File: config.mk
export PLATFORM = sky130hd
export DESIGN_NAME = khts_base_shift
export DESIGN_NICKNAME = d
export VERILOG_FILES = /design/src/hdl/khts_pkg.sv /design/src/hdl/khts_base_shift.sv
export SDC_FILE = /design/constraint.sdc
export NUM_CORES = 1
export LEC_CHECK = 0
export BUFFER_PORTS_ARGS = -buffer_cell sky130_fd_sc_hd__buf_2
export CAP_MARGIN = 0
export CORE_MARGIN = 2
export CORE_UTILIZATION = 52
export DETAILED_ROUTE_END_ITERATION = 8
export PLACE_DENSITY = 0.84
export SLEW_MARGIN = 20
export SYNTH_ARGS = -nofsm -noshare
export SYNTH_HDL_FRONTEND = slang
export SYNTH_SLANG_ARGS = --single-unit
File: constraint.sdc
create_clock -name i_clk -period 2.8 [get_ports i_clk]
set_clock_uncertainty 0.15 [all_clocks]
set_input_delay 0.28 -clock i_clk [delete_from_list [all_inputs] [get_ports i_clk]]
set_output_delay 0.28 -clock i_clk [all_outputs]
set_load 0.02 [all_outputs]
File: src/hdl/khts_pkg.sv
// ----------------------------------------------------------------------------
// khts_pkg
// Shared types, constants and helpers for the two-strand k-mer histogram.
// ----------------------------------------------------------------------------
package khts_pkg;

    localparam int MAX_K         = 8;
    localparam int COUNT_BITS    = 32;
    localparam int CODE_BITS     = 2 * MAX_K;
    localparam int TABLE_DEPTH   = 1 << CODE_BITS;
    localparam int K_BITS        = $clog2(MAX_K + 1);
    localparam int OUT_BITS      = 32;
    localparam int CFG_IDX_BITS  = 2;
    localparam int CFG_DATA_BITS = 4;

    typedef logic [CODE_BITS-1:0]     t_code;
    typedef logic [COUNT_BITS-1:0]    t_count;
    typedef logic [K_BITS-1:0]        t_klen;
    typedef logic [CFG_DATA_BITS-1:0] t_cfg_data;

    localparam logic [CFG_IDX_BITS-1:0] CFG_KMER_LENGTH       = 2'd0;
    localparam logic [CFG_IDX_BITS-1:0] CFG_BOTH_STRANDS      = 2'd1;
    localparam logic [CFG_IDX_BITS-1:0] CFG_PALINDROMES_TWICE = 2'd2;

    localparam t_cfg_data KLEN_RESET = 4'd8;

    localparam logic CMD_PUSH = 1'b0;
    localparam logic CMD_READ = 1'b1;

    typedef enum logic [1:0] {
        MEM_IDLE,
        MEM_READ,
        MEM_INC,
        MEM_CLEAR
    } t_mem_op;

    typedef struct packed {
        t_mem_op op;
        t_code   addr;
    } t_mem_req;

    typedef enum logic [2:0] {
        S_CLEAR,
        S_IDLE,
        S_PREP,
        S_RD1,
        S_WR1,
        S_RD2,
        S_WR2,
        S_DONE
    } t_state;

    function automatic t_klen eff_k(t_cfg_data len);
        t_klen k;
        if (len == '0) begin
            k = t_klen'(1);
        end else if (32'(len) > MAX_K) begin
            k = t_klen'(MAX_K);
        end else begin
            k = t_klen'(len);
        end
        return k;
    endfunction

    function automatic t_code word_mask(t_klen k);
        t_code m;
        m = '0;
        for (int i = 0; i < MAX_K; i++) begin
            m[2*i +: 2] = (32'(k) > i) ? 2'b11 : 2'b00;
        end
        return m;
    endfunction

    // code must already be masked to k bases
    function automatic t_code rev_comp(t_code code, t_klen k);
        t_code full;
        full = '0;
        for (int i = 0; i < MAX_K; i++) begin
            full[2*(MAX_K-1-i) +: 2] = ~code[2*i +: 2];
        end
        return full >> (2 * (MAX_K - 32'(k)));
    endfunction

    function automatic logic [OUT_BITS-1:0] show_count(t_count v);
        logic [63:0] w;
        w = 64'(v);
        return (w > 64'hFFFF_FFFF) ? '1 : w[OUT_BITS-1:0];
    endfunction

endpackage

File: src/hdl/khts_base_shift.sv
// ----------------------------------------------------------------------------
// khts_base_shift
// Rolling base code and per-sequence base count.
// ----------------------------------------------------------------------------
module khts_base_shift
    import khts_pkg::*;
(
    input  logic        i_clk,
    input  logic        i_rst_n,
    input  logic        i_push,
    input  logic [1:0]  i_base,
    input  logic        i_seq_start,
    output t_code       o_roll,
    output t_klen       o_seen
);

    t_code r_roll, n_roll;
    t_klen r_seen, n_seen;
    t_code w_prev_roll;
    t_klen w_prev_seen;

    always_comb begin
        w_prev_roll = i_seq_start ? '0 : r_roll;
        w_prev_seen = i_seq_start ? '0 : r_seen;
        n_roll      = t_code'({w_prev_roll, i_base});
        n_seen      = (w_prev_seen == t_klen'(MAX_K)) ? w_prev_seen
                                                       : w_prev_seen + t_klen'(1);
    end

    always_ff @(posedge i_clk) begin
        if (!i_rst_n) begin
            r_roll <= '0;
            r_seen <= '0;
        end else if (i_push) begin
            r_roll <= n_roll;
            r_seen <= n_seen;
        end
    end

    assign o_roll = r_roll;
    assign o_seen = r_seen;

endmodule

==> metrics.md, run 1 <==
| Metric | Value |
|---|---|
| DIE AREA | slightly above 0.002 mm2 |
| Adder-cell area share of the yosys netlist | 0% |
| Synth cell types | 20 |
| Largest net degree at the start of global routing | 37 |
| Number of port buffers | 25 |
| Worst Setup End Kind | output port |
| CP delay by family, top | flip-flops |
| Area of the core | ~0.0015 mm2 |
| Initial antenna violation count | 0 |
| Multi-input gate area | between 300 and 400 um2 |
| Setup TNS | 0 ns |
| Fmax | about 710 MHz |
| Wire length per cell | ~11 um |
| Register area | 400.4 um2 |
| Post-route non-filler standard cell count | around 140 |
| Net switching power | roughly 0.00011 W |
| Max clock buf depth | 2 |
| Placed cell count | 139 |
| Maximum VDD drop | about 0.34 mV |
| Hold Vio Cnt, Final | 0 |
| Resized Gates After CTS | 0 |
| Die Width | ~45 um |
| Post-detail-place hpwl | 1.045 mm |
| Antenna cells | 0 |
| Worst slew pin tran | a little under 0.6 ns |
| Pleak | between 0.4 and 0.5 nW |
| Row count | 14 |
| Number of buffers created by CTS | 3 |
| Slowest stage delay, CP | 0.47 ns |
| R2R setup slack | 1.55 ns |
| FF-to-FF End | o_seen[3] |
| Tcrit/Tclk final | 50.28% |
| Slew Viols, Final | 0 |
| Via density | approximately 5.1 |
| First-pass GRT wire length | approximately 2.6 mm |
| Area share of the largest cell type after synthesis | roughly 46% |
| Hold Crit Endpoint | o_roll[1] |
| Max-cap violation count | 0 |
| Post-synth EDFFs | 0 |
| Sw Share | a little under a quarter |
| Clock Root Buffer | clkbuf_4 |
| Clock slew at reported path FFs | roughly 0.1 ns |
| Worst R2R Start | o_seen[0] |
| Bufs and invs on worst path | 1 |
| GPL Wtd Cong | roughly 0.7 |
| Most frequent cells after synthesis | dfxtp_1 (20), nand2_1 (17), and2_1 (14), inv_1 (14), o22ai_1 (14) |
| Worst path cell trace | buf_2 |
| Postcts setup bufs | 0 |
| Congestion Overflow GR | 0 |
| Area leader, netlist | dfxtp_1 |
| Vias in the first global route | about 630 |
| Status | finished, final reports clean |
| Pwr per Cell Area | 462.4 mW/mm2 |
| WHS Path Cells | 3 |
| DR vias | ~720 |
| Share of cells above drive strength 1 | between 20% and 30% |
| Int Pwr | 0.0003531 W |
| GRT Overall Usage | a little under a fifth |
| Slowest-stage cell, CP | dfxtp_1 |
| DRT iter0 DRCs | 15 |
| Main synth FF type | dfxtp_1 |
| Worst skew pair latency | between 0.2 and 0.3 ns |
| Clk pwr share | between 20% and 30% |
| Comb power frac | 8.7% |
| Synth Warn # | 0 |
| Register-to-Register Path Depth | 3 |
| Top cells by area, synth | dfxtp_1 (46%), and2_1 (10%), o22ai_1 (10%) |
| Post-Synth Simple-Gate Area | between 20 and 25% |
| TritonCTS clock tree | built |
| Worst setup path category | flop to output port |
| Worst hold start | i_base[1] |
| Final antenna-violating net count | 0 |
| Most frequent cell after synthesis | dfxtp_1 |
| Post-synthesis mux area share | 2.289% |
| Endpoints failing setup | 0 |
| Routed WL | between 1.5 and 2 mm |
| H-tree Lvls | 1 |
| Starting Density | 56.74% |
| Seq pwr share | 63.6% |
| FILL cells | around 130 |
| Worst EP required | ~2.4 ns |
| Hold Buf Count CTS | 0 |
| Largest family of logic cells by synthesized area | simple AND/OR/NAND/NOR gates |
| Ys async rst share | 0% |
| Register area share after synthesis | about 46% |
| Synthesized instance count | 106 |
| Worst path arrival time | approximately 0.98 ns |
| Layout area overhead | 14.16% |
| CTS Sinks | 20 |
| # DRC | 0 |
| I/O Pins | 26 |
| Rel. slew slack | roughly three fifths |
| Mapped Area | between 800 and 900 um2 |
| RSZ-0062 raised after global routing | false |
| Synth Area in XOR/XNOR | 0% |
| Synthesized flop and latch total | 20 |
| Detailed-router iteration count before antenna repair | 5 |
| Synth Net Count | roughly 110 |
| Min-delay worst type | input pin to flop |
| Crit path time final | between 1 and 1.5 ns |
| Number of nets in the layout | between 100 and 150 |
| Syn_area_per_cell | 8.251 um2 |
| CP max FO | 8 |
| CP startpoint kind | flop |
| Die Span Y | roughly 45 um |
| Post-synthesis compound-gate area fraction | between 10% and 20% |
[cell usage in the layout (no fill, tap or decap), types with 2 or more instances in the layout]
| cell | count |
|---|---|
| nor2_1 | 2 |
| mux2i_1 | 2 |
| inv_1 | 14 |
| and2_1 | 14 |
| nand2_1 | 17 |
| clkbuf_4 | 3 |
| nor2b_1 | 3 |
| dfxtp_1 | 20 |
| a21oi_1 | 3 |
| o22ai_1 | 14 |
| buf_2 | 25 |
| o221a_2 | 2 |
[stage by stage]
step / worst slack (ns) / total power [W] / cell area (um2) / hold slack [ns] / utilization (%)
after floorplan: 1.577 / 0.0003319 / 874.6 / 0.2995 / -
after global placement: 1.305 / 0.0003386 / 975.9 / 0.3562 / 63.31
after detailed placement: 1.233 / 0.0003402 / 975.9 / 0.3869 / 63.31
after CTS: 1.376 / 0.0004667 / 998.5 / 0.1003 / 64.77
after global routing: 1.330 / 0.0004831 / 998.5 / 0.1268 / 64.77
final: 1.392 / 0.0004617 / 998.5 / 0.1052 / 64.77
[state kept, by name, summed over array words and instances (netlist names)]
name	count
o_seen	4
o_roll	16
[power by group through the flow]
stage	clock (W)	combinational, W	sequential [W]
2_1_floorplan	0	0.0000276	0.000304
3_3_place_gp	0	0.0000390	0.000300
3_5_place_dp	0	0.0000401	0.000300
4_1_cts	0.000133	0.0000402	0.000294
5_1_grt	0.000144	0.0000444	0.000295
6_report	0.000128	0.0000401	0.000293
[layout make-up]
type / count / area share (%)
multi-input cells: 64 / 37.84
clock buffers: 3 / 2.256
flip-flops and latches: 20 / 40.10
well taps: 16 / 2.005
inverters: 14 / 5.263
repair buffers: 25 / 12.53
[worst max path at each step]
stage | startpoint | cells after the start | slack [ns] | endpoint
after floorplan | o_seen[1] | 3 | 1.58 | o_seen[3]
after global placement | i_push | 4 | 1.31 | o_seen[3]
after detailed placement | i_push | 4 | 1.23 | o_seen[3]
after CTS | o_seen[0] | 1 | 1.38 | o_seen[0]
after global routing | o_seen[0] | 1 | 1.33 | o_seen[0]
final | o_seen[0] | 1 | 1.39 | o_seen[0]
[cell families after synthesis]
group | after synthesis
buffers and inverters | 22
AOI/OAI and AO/OA | 22
muxes | 2
DFF | 20
and+or+nand+nor | 40
[layer usage]
metal,global-route usage [%],share of wire [%],vias to the layer above
li1,-,-,390
met1,21.61,45,313
met2,28.86,48,17
met3,7.200,5.0,2
met4,7.059,1.4,0
met5,0,0,-
[worst register-to-register path, stage by stage (launching register included)]
cell	delay [ns]
dfxtp_1	0.47
nand3_1	0.11
or3_1	0.31
a21boi_1	0.14
Note: power is estimated with default switching activity, not from simulation.
==> inputs of run 2 (changes only) <==
--- a/config.mk
+++ b/config.mk
@@ -7,10 +7,11 @@
 export LEC_CHECK = 0
 export BUFFER_PORTS_ARGS = -buffer_cell sky130_fd_sc_hd__buf_2
 export CAP_MARGIN = 0
+export CORE_ASPECT_RATIO = 1.4
 export CORE_MARGIN = 2
-export CORE_UTILIZATION = 52
+export CORE_UTILIZATION = 44
 export DETAILED_ROUTE_END_ITERATION = 8
-export PLACE_DENSITY = 0.84
+export PLACE_DENSITY = 0.77
 export SLEW_MARGIN = 20
 export SYNTH_ARGS = -nofsm -noshare
 export SYNTH_HDL_FRONTEND = slang
==> constraint.sdc (replaced) <==
create_clock -name i_clk -period 1.2 [get_ports i_clk]
set_clock_uncertainty 0.15 [all_clocks]
set_input_delay 0.12 -clock i_clk [delete_from_list [all_inputs] [get_ports i_clk]]
set_output_delay 0.12 -clock i_clk [all_outputs]
set_load 0.02 [all_outputs]
==> metrics.md, run 2 (synthesis gave the netlist of run 1 again) <==
| Metric | Value |
|---|---|
| Fmax | 869.8 MHz |
| Largest net degree at the start of global routing | 21 (was 37) |
| Finished Cell Area | 0.001065 mm2 (was 998.5 um2) |
| Critical Path End | o_seen[0] (unchanged) |
| Number of nets in the layout | 139 (was 134) |
| TritonCTS clock tree | built (unchanged) |
| Clock slew at reported path FFs | 0.11 ns (was 0.10 ns) |
| Slowest-stage cell, CP | dfxtp_2 (was dfxtp_1) |
| Cell Area, Placed | 0.001007 mm2 (was 975.9 um2) |
| Status | finished, final reports clean (unchanged) |
| CP Launch Point | o_seen[0] (unchanged) |
| Share of cells above drive strength 1 | 28.79% (was 24.60%) |
| Pwr per Cell Area | 1099 mW/mm2 (was 462.4 mW/mm2) |
| DR vias | 763 (was 722) |
| Detailed-router iteration count before antenna repair | 4 (was 5) |
| Routed WL | 1.631 mm (was 1.554 mm) |
| Worst R2R Start | o_seen[0] (unchanged) |
| Net switching power | 0.0002665 W (was 0.0001086 W) |
| Worst Setup End Kind | output port (unchanged) |
| Max-cap violation count | 0 (unchanged) |
| Int Pwr | 0.0009039 W (was 0.0003531 W) |
| Max clock buf depth | 2 (unchanged) |
| CP startpoint kind | flop (unchanged) |
| Worst Hold Slack | 0.04628 ns (was 0.1052 ns) |
| R2R setup slack | 0.09 ns (was 1.55 ns) |
| Wire length per cell | 10.66 um (was 10.94 um) |
| Post-detail-place hpwl | 1.159 mm (was 1.045 mm) |
| Final antenna-violating net count | 0 (unchanged) |
| Rel. slew slack | 82.70% (was 60.87%) |
| Pleak | 0.4496 nW (was 0.4184 nW) |
| Setup TNS | 0 ns (unchanged) |
| Worst path cell trace | buf_2 (unchanged) |
| Via density | 4.987 (was 5.085) |
| GPL Wtd Cong | 0.7085 (was 0.7216) |
| Worst EP required | 0.93 ns (was 2.37 ns) |
| RSZ-0062 raised after global routing | false (unchanged) |
| Tcrit/Tclk final | between 90% and 100% |
| Vias in the first global route | 681 (was 631) |
| Comb power frac | 9.1% (was 8.7%) |
| Hold Vio Cnt, Final | 0 (unchanged) |
| DIE AREA | 0.002365 mm2 (was 0.002026 mm2) |
| Bufs and invs on worst path | 1 (unchanged) |
| H-tree Lvls | 1 (unchanged) |
| Worst slew pin tran | 0.2594 ns (was 0.5870 ns) |
| Seq pwr share | 58.5% (was 63.6%) |
| Clk pwr share | 32.3% (was 27.8%) |
| Die Width | 41.68 um (was 45.01 um) |
| First-pass GRT wire length | 2.732 mm (was 2.628 mm) |
| CTS Sinks | 20 (unchanged) |
| Layout area overhead | 21.75% (was 14.16%) |
| # DRC | 0 (unchanged) |
| Slew Viols, Final | 0 (unchanged) |
| Worst skew pair latency | 0.29 ns (about the same) |
| Starting Density | 45.42% (was 56.74%) |
| FILL cells | 194 (was 134) |
| Maximum VDD drop | 0.5927 mV (was 0.3375 mV) |
| Row count | 19 (was 14) |
| Endpoints failing setup | 0 (unchanged) |
| Clock Root Buffer | clkbuf_4 (unchanged) |
| Initial antenna violation count | 0 (unchanged) |
| Sw Share | 22.77% (was 23.52%) |
| Number of port buffers | 25 (unchanged) |
| Most common cell after layout, fill and taps aside | buf_2 (unchanged) |
| I/O Pins | 26 (unchanged) |
| GRT Overall Usage | 14.56% (was 18.04%) |
| Max reg flops | 16 (unchanged) |
| Postcts setup bufs | 0 (unchanged) |
| Slowest stage delay, CP | 0.40 ns (was 0.47 ns) |
| Antenna cells | 0 (unchanged) |
| Crit path time final | between 1 and 1.5 ns |
| Number of buffers created by CTS | 3 (unchanged) |
| DRT iter0 DRCs | 18 (was 15) |
| Worst path arrival time | 0.88 ns (was 0.98 ns) |
| FF-to-FF End | o_seen[3] (unchanged) |
| CP Depth | 1 (unchanged) |
| CP max FO | 8 (unchanged) |
| Congestion Overflow GR | 0 (unchanged) |
| Register-to-Register Path Depth | 3 (unchanged) |
| Area of the core | 0.001926 mm2 (was 0.001541 mm2) |
| CP delay by family, top | flip-flops (unchanged) |
| Overall power | 0.001170 W (was 0.0004617 W) |
| Min-delay worst type | input pin to flop (unchanged) |
| Worst setup path category | flop to output port (unchanged) |
| Die Span Y | 56.75 um (was 45.01 um) |
| Commonest non-fill, non-tap cells in the layout | buf_2 (25), nand2_1 (17), dfxtp_1 (17) (was buf_2 (25), dfxtp_1 (20), nand2_1 (17)) |
## run 2: cell type report
cell class              count  area, um2  area share, %
inverters                  14      52.55          4.935
multi-input cells          64      377.9          35.49
flip-flops and latches     20      404.1          37.96
repair buffers             30      167.7          15.75
clock buffers               4      36.28          3.408
well taps                  21      26.28          2.468
## run 2: through the flow
step,worst slack (ns),util [%],instances
6_report,0.05034,55.30,153
5_1_grt,0.002258,55.30,153
4_1_cts,0.03679,55.23,153
3_5_place_dp,0.1086,52.31,147
3_3_place_gp,0.1397,52.31,147
2_1_floorplan,0.01481,-,106
## run 2: worst min-delay path by stage
stage	from	to	slack [ns]	depth (start not counted)
floorplan	i_base[0]	o_roll[0]	0.14	2
global placement	i_base[0]	o_roll[0]	0.24	3
detailed placement	i_base[0]	o_roll[0]	0.24	3
CTS	i_rst_n	o_seen[0]	0.05	2
global route	i_rst_n	o_seen[0]	0.06	2
finish	i_rst_n	o_seen[0]	0.05	2
## run 2: power by group through the flow
| stage | registers (W) | logic [W] | clock network, W |
|---|---|---|---|
| 6_report | 0.000685 | 0.000107 | 0.000378 |
| 5_1_grt | 0.000688 | 0.000118 | 0.000408 |
| 4_1_cts | 0.000685 | 0.000108 | 0.000392 |
| 3_5_place_dp | 0.000701 | 0.000103 | 0 |
| 3_3_place_gp | 0.000700 | 0.000101 | 0 |
| 2_1_floorplan | 0.000711 | 0.0000643 | 0 |
## run 2: timing repair
action	CTS	global route
gates resized for setup	0	1
setup endpoints to repair	0	2
hold buffers	2	0
hold endpoints to repair	2	0
## run 2: per-layer routing
metal,share of wire (%),global-route usage [%]
met1,43,16.93
met2,50,24.33
met3,3.7,2.572
met4,2.8,8.756
met5,0,0
